### src/sv/mm4_pkg.sv
// mm4_pkg: shared types and constants for the 4x4 fixed-point matrix multiplier
// holds the input and result item structs and the accumulate-to-merge control struct
// no dependencies
`timescale 1ns / 1ps
`default_nettype none

package mm4_pkg;

  localparam int unsigned DIM    = 4;
  localparam int unsigned DATA_W = 32;
  localparam int unsigned IDX_W  = $clog2(DIM);
  localparam int unsigned PROD_W = 2 * DATA_W;
  localparam int unsigned ACC_W  = PROD_W + IDX_W;

  localparam logic [DATA_W-1:0] SAT_MAX = {1'b0, {(DATA_W-1){1'b1}}};
  localparam logic [DATA_W-1:0] SAT_MIN = {1'b1, {(DATA_W-1){1'b0}}};

  typedef struct packed {
    logic signed [DATA_W-1:0] a_col0;
    logic signed [DATA_W-1:0] a_col1;
    logic signed [DATA_W-1:0] a_col2;
    logic signed [DATA_W-1:0] a_col3;
    logic signed [DATA_W-1:0] b_col0;
    logic signed [DATA_W-1:0] b_col1;
    logic signed [DATA_W-1:0] b_col2;
    logic signed [DATA_W-1:0] b_col3;
  } in_item_t;

  typedef struct packed {
    logic signed [DATA_W-1:0] c_col0;
    logic signed [DATA_W-1:0] c_col1;
    logic signed [DATA_W-1:0] c_col2;
    logic signed [DATA_W-1:0] c_col3;
    logic [1:0]               row_number;
    logic                     last_row;
    logic                     saturated;
  } out_item_t;

  // accumulator stage status handed to the merge stage
  typedef struct packed {
    logic             vld;
    logic [IDX_W-1:0] row;
  } acc_ctl_t;

endpackage

`default_nettype wire

### src/sv/mm4_lane.sv
// mm4_lane: one column lane, holds a column of B and runs a multiply-accumulate
// over the terms of one dot product, then shifts and saturates the sum
// depends on mm4_pkg
`timescale 1ns / 1ps
`default_nettype none

module mm4_lane
  import mm4_pkg::*;
#(
  parameter int unsigned FRAC_BITS = 16
) (
  input  wire logic                     clk_i,
  input  wire logic                     load_en_i,
  input  wire logic [IDX_W-1:0]         load_row_i,
  input  wire logic signed [DATA_W-1:0] b_i,
  input  wire logic [IDX_W-1:0]         rd_idx_i,
  input  wire logic signed [DATA_W-1:0] a_i,
  input  wire logic                     first_i,
  output logic signed [DATA_W-1:0]      res_o,
  output logic                          clip_o
);

  logic signed [DATA_W-1:0] b_col_q [DIM];
  logic signed [PROD_W-1:0] prod_q;
  logic                     first_q;
  logic signed [ACC_W-1:0]  acc_q;
  logic signed [ACC_W-1:0]  acc_d;
  logic signed [ACC_W-1:0]  prod_ext;
  logic signed [ACC_W-1:0]  shifted;
  logic [ACC_W-DATA_W:0]    hi_bits;
  logic                     fits;

  always_ff @(posedge clk_i) begin
    if (load_en_i) begin
      b_col_q[load_row_i] <= b_i;
    end
  end

  // multiply stage
  always_ff @(posedge clk_i) begin
    prod_q  <= a_i * b_col_q[rd_idx_i];
    first_q <= first_i;
  end

  assign prod_ext = {{IDX_W{prod_q[PROD_W-1]}}, prod_q};
  assign acc_d    = first_q ? prod_ext : acc_q + prod_ext;

  // accumulate stage, restarts on the first term of each element
  always_ff @(posedge clk_i) begin
    acc_q <= acc_d;
  end

  // arithmetic shift then clip to 32 bits
  assign shifted = acc_q >>> FRAC_BITS;
  assign hi_bits = shifted[ACC_W-1:DATA_W-1];
  assign fits    = (&hi_bits) | ~(|hi_bits);
  assign clip_o  = ~fits;
  assign res_o   = fits ? shifted[DATA_W-1:0]
                        : (acc_q[ACC_W-1] ? SAT_MIN : SAT_MAX);

endmodule

`default_nettype wire

### config.mk
export PLATFORM = sky130hd
export DESIGN_NAME = mm4_lane
export DESIGN_NICKNAME = d
export VERILOG_FILES = /design/src/sv/mm4_pkg.sv /design/src/sv/mm4_lane.sv
export SDC_FILE = /design/constraint.sdc
export NUM_CORES = 2
export LEC_CHECK = 0
export BUFFER_PORTS_ARGS = -buffer_cell sky130_fd_sc_hd__buf_2
export CAP_MARGIN = 20
export CORE_ASPECT_RATIO = 1.5
export CORE_MARGIN = 10
export CORE_UTILIZATION = 50
export DETAILED_ROUTE_END_ITERATION = 8
export PLACE_DENSITY = 0.75
export SYNTH_ARGS = -nofsm -noshare
export SYNTH_HDL_FRONTEND = slang
export SYNTH_SLANG_ARGS = --single-unit
### constraint.sdc
create_clock -name clk_i -period 9.6 [get_ports clk_i]
set_clock_uncertainty 0.05 [all_clocks]
set_input_delay 1.44 -clock clk_i [delete_from_list [all_inputs] [get_ports clk_i]]
set_output_delay 1.44 -clock clk_i [all_outputs]
set_load 0.03 [all_outputs]
Word-level counts from Yosys, hierarchy flattened

Memory sizes are Yosys's and may differ from the RTL's.
Index checks and enable logic that the tools add are counted.

Register bits after elaboration: 131
RAM bits: 128
Logic and storage cells: 16
Memories: 1

Memories:

| memory  | depth | width | rd ports | clocked after Yosys merged registers in | write ports | RTL line       | text |
|---|---|---|---|---|---|---|---|
| b_col_q | 4     | 32    | 1        | 0                                       | 1           | mm4_lane.sv:23 | `logic signed [DATA_W-1:0] b_col_q [DIM];` |

$add $sub $neg: 1
Multiply operators: 1
Mux-type cells: 5
Bitwise operators: 3
Reduce and logical (&&, ||, !) cells: 2

Operators with widths:

| operator           | count |
|---|---|
| $add A66 B64 Y66   | 1 |
| $mux W66           | 1 |
| $mul A32 B32 Y64   | 1 |
| $mux W32           | 2 |
| $reduce_and A19 Y1 | 1 |
| $reduce_or A19 Y1  | 1 |
| $mux W1            | 2 |
| $not A1 Y1         | 2 |
| $or A1 B1 Y1       | 1 |

Longest topological paths before layout

Depth in word-level cells: 4
Gate-level depth with buffers: 33
Gate-level depth less buffers: 29

Worst setup path after synthesis

OpenSTA, ideal clock, no wires.

Path kind: input-to-reg
From: in rd_idx_i[0]
To: reg prod_q[56]
Library setup time: 62 ps
Arrival: 10084 ps
Data required time: 9488 ps
Path slack: -596 ps
Cell stages on the path: 28
Path buffers: 3
Cells stage by stage: clkbuf_1 buf_1 mux4_2 clkbuf_1 nand2_1 inv_1 fa_1 fa_1 inv_1 fa_1 inv_1 fa_1 inv_1 fa_1 inv_1 fa_1 inv_1 fa_1 inv_1 fa_1 ha_1 a21o_1 a211o_1 o221a_2 o21ai_2 a21oi_1 or4_1 nand3_1

Longest elaborated chain between the ends: 2

RTL lines:

| element              | RTL line       | text |
|---|---|---|
| start, declared      | mm4_lane.sv:16 | `input wire logic [IDX_W-1:0] rd_idx_i,` |
| $mem_v2 Z4 W32       | -              |  |
| $mul A32 B32 Y64     | mm4_lane.sv:41 | `prod_q <= a_i * b_col_q[rd_idx_i];` |
| end signal, assigned | mm4_lane.sv:41 |  |
| end, declared        | mm4_lane.sv:24 | `logic signed [PROD_W-1:0] prod_q;` |

No other way between the ends.

Worst setup path after layout

From: in rd_idx_i[0]
To: reg prod_q[58]

Same word-level chain as after synthesis.

==> flow_summary.ini <==
[outcome]
status = complete, no violations

[sta]
timing.final.crit_share_pct = 95.4
hold_viol = 0
fin_tns_setup_ns = 0
clock.fmax_ghz = 0.109
period_needed_ns = 9.15
rsz0062_at_grt = no
setup_violations = 0
final-max-slew-violation-count = 0
slew_headroom_pct = 46.8
fin_ws_ns = 0.445
worst_pin_slew_ns = 0.788

[synthesis]
synth-edff-count = 128
syn_avg_cell_area_um2 = 9.72
syn_inst = 4999
synth_top_area_share_pct = 44.6
yosysSeqAreaShare_pct = 13.3
syn_area_um2 = 48600
synthFlopType = dfxtp_1
yosys.area.top_type = fa_1
yosys-top-cells-area = fa_1, inv_1, edfxtp_1
syn_nets = 6402
yosysWarnings = 0
ys_async_sr_fraction_pct = 0
ys_seq_elements = 259
netlist-cell-type-count = 93

[floorplan]
core-area_um2 = 96700
io_pins = 104
die_w_um = 274
start_util_pct = 50.2
dieArea_um2 = 110000
die_h_um = 402
fp-row-count = 140

[route]
wl_mm = 130
wl_per_cell_um = 20.2
drtAntennaViolNets = 0
drt_iter0_drc = 2255
firstDrtPassIters = 6
post_drt_via_cell_ratio = 5.53
vias = 35400
drc = 0

[placement]
hpwl_mm = 108
gp_congestion = 0.956
place_area_um2 = 51600
place_ws_ns = -0.127
portBuffers = 103

[global_route]
grt_usage_pct = 24.3
grt_start_max_net_pins = 66
grt_pass1_vias = 40000
grt_overflow = 0
grt_pass1_wl_mm = 210
antenna_found_initial = 6

[cells_and_area]
seqCellArea_um2 = 6470
area_growth_pct = 8.25
nets = 6513
fin_util_pct = 54.4
drive_above_1_share_pct = 9.24
multi_input_area_um2 = 37100
finalInstanceArea_um2 = 52600
fillers = 8344

[job]
cap_violations = 0

[clocking]
post_cts_buffers = 0
cts_max_path_buffers = 3
clkSinkCount = 259
cts_tree = built
h-tree-depth = 1
cts_made_buffers = 27
cts-root-buf = clkbuf_16
clkTransAtPathRegs_ns = 0.07
clock_latency_ns = 0.57
cts.repair.resized = 0
cts.hold.buffers_added = 0

[worst_setup_path]
r2r-start = b_col_q[3][8]$_DFFE_PP_
crit_fanout = 14
reg2reg_depth = 26
end_kind = flop
cp.arrival_ns = 9.62
reg2reg_to = prod_q[58]$_DFF_P_
cp.required_ns = 10.06
reg2reg_slack_ns = 1.30
start_kind = input pin
critPathKind = input pin to flop

[hold_path]
min_from = prod_q[55]$_DFF_P_
hold-path-cell-count = 2
worstHoldEndpoint = acc_q[55]$_DFF_P_
hold_path_class = flop to flop
==> Yosys cell counts, drive strengths merged (8+ instances only) <==
| cell type | n |
|---|---|
| fa | 1083 |
| inv | 1059 |
| nand2 | 610 |
| and2 | 523 |
| ha | 249 |
| clkbuf | 238 |
| a21oi | 134 |
| dfxtp | 131 |
| edfxtp | 128 |
| o21ai | 128 |
| nor2 | 93 |
| a21o | 91 |
| xnor2 | 74 |
| xor2 | 44 |
| nand3 | 36 |
| nor3 | 32 |
| mux4 | 31 |
| nand4 | 28 |
| o21bai | 28 |
| or2 | 18 |
| a211oi | 16 |
| o21a | 15 |
| buf | 14 |
| nand2b | 14 |
| nor2b | 13 |
| or3 | 13 |
| a31oi | 12 |
| o211ai | 12 |
| and3 | 9 |
| nor4 | 9 |
| a21boi | 8 |
| o31ai | 8 |
==> flip-flops by register name, indices dropped and copies added (netlist names) <==
name	count
first_q	1
acc_q	66
prod_q	64
b_col_q	128
==> cell usage in the layout (no fill, tap or decap), drive strengths merged, types with 12 or more instances in the layout <==
cell	netlist	layout
or3	13	13
nand2	610	610
ha	249	249
xor2	44	44
o21ai	128	128
dfxtp	131	131
a31oi	12	12
nor2	93	93
o211ai	12	12
o21bai	28	28
a211oi	16	16
nand3	36	36
a21oi	134	134
edfxtp	128	128
inv	1059	1062
nand2b	14	14
o21a	15	15
clkbuf	238	32
fa	1083	1083
nand4	28	28
buf	14	338
xnor2	74	74
nor3	32	32
mux4	31	31
or2	18	18
and2	523	523
nor2b	13	13
a21o	91	91
==> layer usage <==
| layer | vias up | wire [um] | part of all wire, % | GRT usage (%) |
|---|---|---|---|---|
| li1 | 15400 | - | - | - |
| met1 | 18100 | 42700 | 33 | 25.0 |
| met2 | 1426 | 68100 | 53 | 44.2 |
| met3 | 582 | 6880 | 5.3 | 2.82 |
| met4 | 2 | 11900 | 9.2 | 18.6 |
| met5 | - | 11 | 0.0085 | 0 |
==> critical path, cell delays in order <==
cell,delay (ns)
buf_2,0.12
buf_12,0.18
mux4_2,0.72
and2_1,0.26
fa_1,0.48
fa_1,0.56
inv_1,0.06
fa_1,0.50
fa_1,0.58
inv_1,0.08
fa_1,0.62
fa_1,0.45
fa_1,0.49
inv_1,0.05
fa_1,0.48
inv_1,0.04
ha_1,0.30
nand4_2,0.14
nor4_2,0.38
nand3_1,0.16
and4_4,0.21
a21bo_1,0.21
o41ai_2,0.32
buf_4,0.18
o21ai_2,0.09
a21boi_2,0.18
mux2i_1,0.18
and3_1,0.15
==> how the worst max path moves through the flow <==
| stage | from | endpoint | cells after the start |
|---|---|---|---|
| 2_1_floorplan | rd_idx_i[0] | prod_q[56]$_DFF_P_ | 28 |
| 3_3_place_gp | rd_idx_i[0] | prod_q[56]$_DFF_P_ | 29 |
| 3_5_place_dp | rd_idx_i[0] | prod_q[56]$_DFF_P_ | 29 |
| 4_1_cts | rd_idx_i[0] | prod_q[56]$_DFF_P_ | 29 |
| 5_1_grt | rd_idx_i[0] | prod_q[56]$_DFF_P_ | 29 |
| 6_report | rd_idx_i[0] | prod_q[58]$_DFF_P_ | 28 |
==> final cells by class <==
type	count	share of cell area [%]
Antenna cell	3	0.0143
Clock buffer	32	1.36
Clock inverter	17	0.355
Inverter	1059	7.57
Multi-Input combinational cell	3425	70.6
Sequential cell	259	12.3
Tap cell	1278	3.04
Timing Repair Buffer	338	4.72
==> per-stage QoR <==
| stage | cells | hold WS, ns |
|---|---|---|
| 2_1_floorplan | 4999 | 0.385 |
| 3_3_place_gp | 6358 | 0.396 |
| 3_5_place_dp | 6358 | 0.404 |
| 4_1_cts | 6407 | 0.411 |
| 5_1_grt | 6410 | 0.445 |
| 6_report | 6411 | 0.405 |
==> logic make-up (layout without fill, tap and decap cells) <==
family | count (synthesis) | in the layout | share of synthesized area, %
muxes | 41 | 41 | 1.66
xor gates and xnor gates | 118 | 118 | 2.13
adders and majority gates | 1332 | 1332 | 51.1
buffers and inverters | 1315 | 1446 | 10.3
AOI/OAI and AO/OA | 518 | 518 | 6.98
other | 0 | 3 | 0
DFF | 259 | 259 | 13.3
and+or+nand+nor | 1416 | 1416 | 14.6
Power is not shown: default switching activity piles up to over one toggle a cycle in this logic, so the estimate is an artifact.
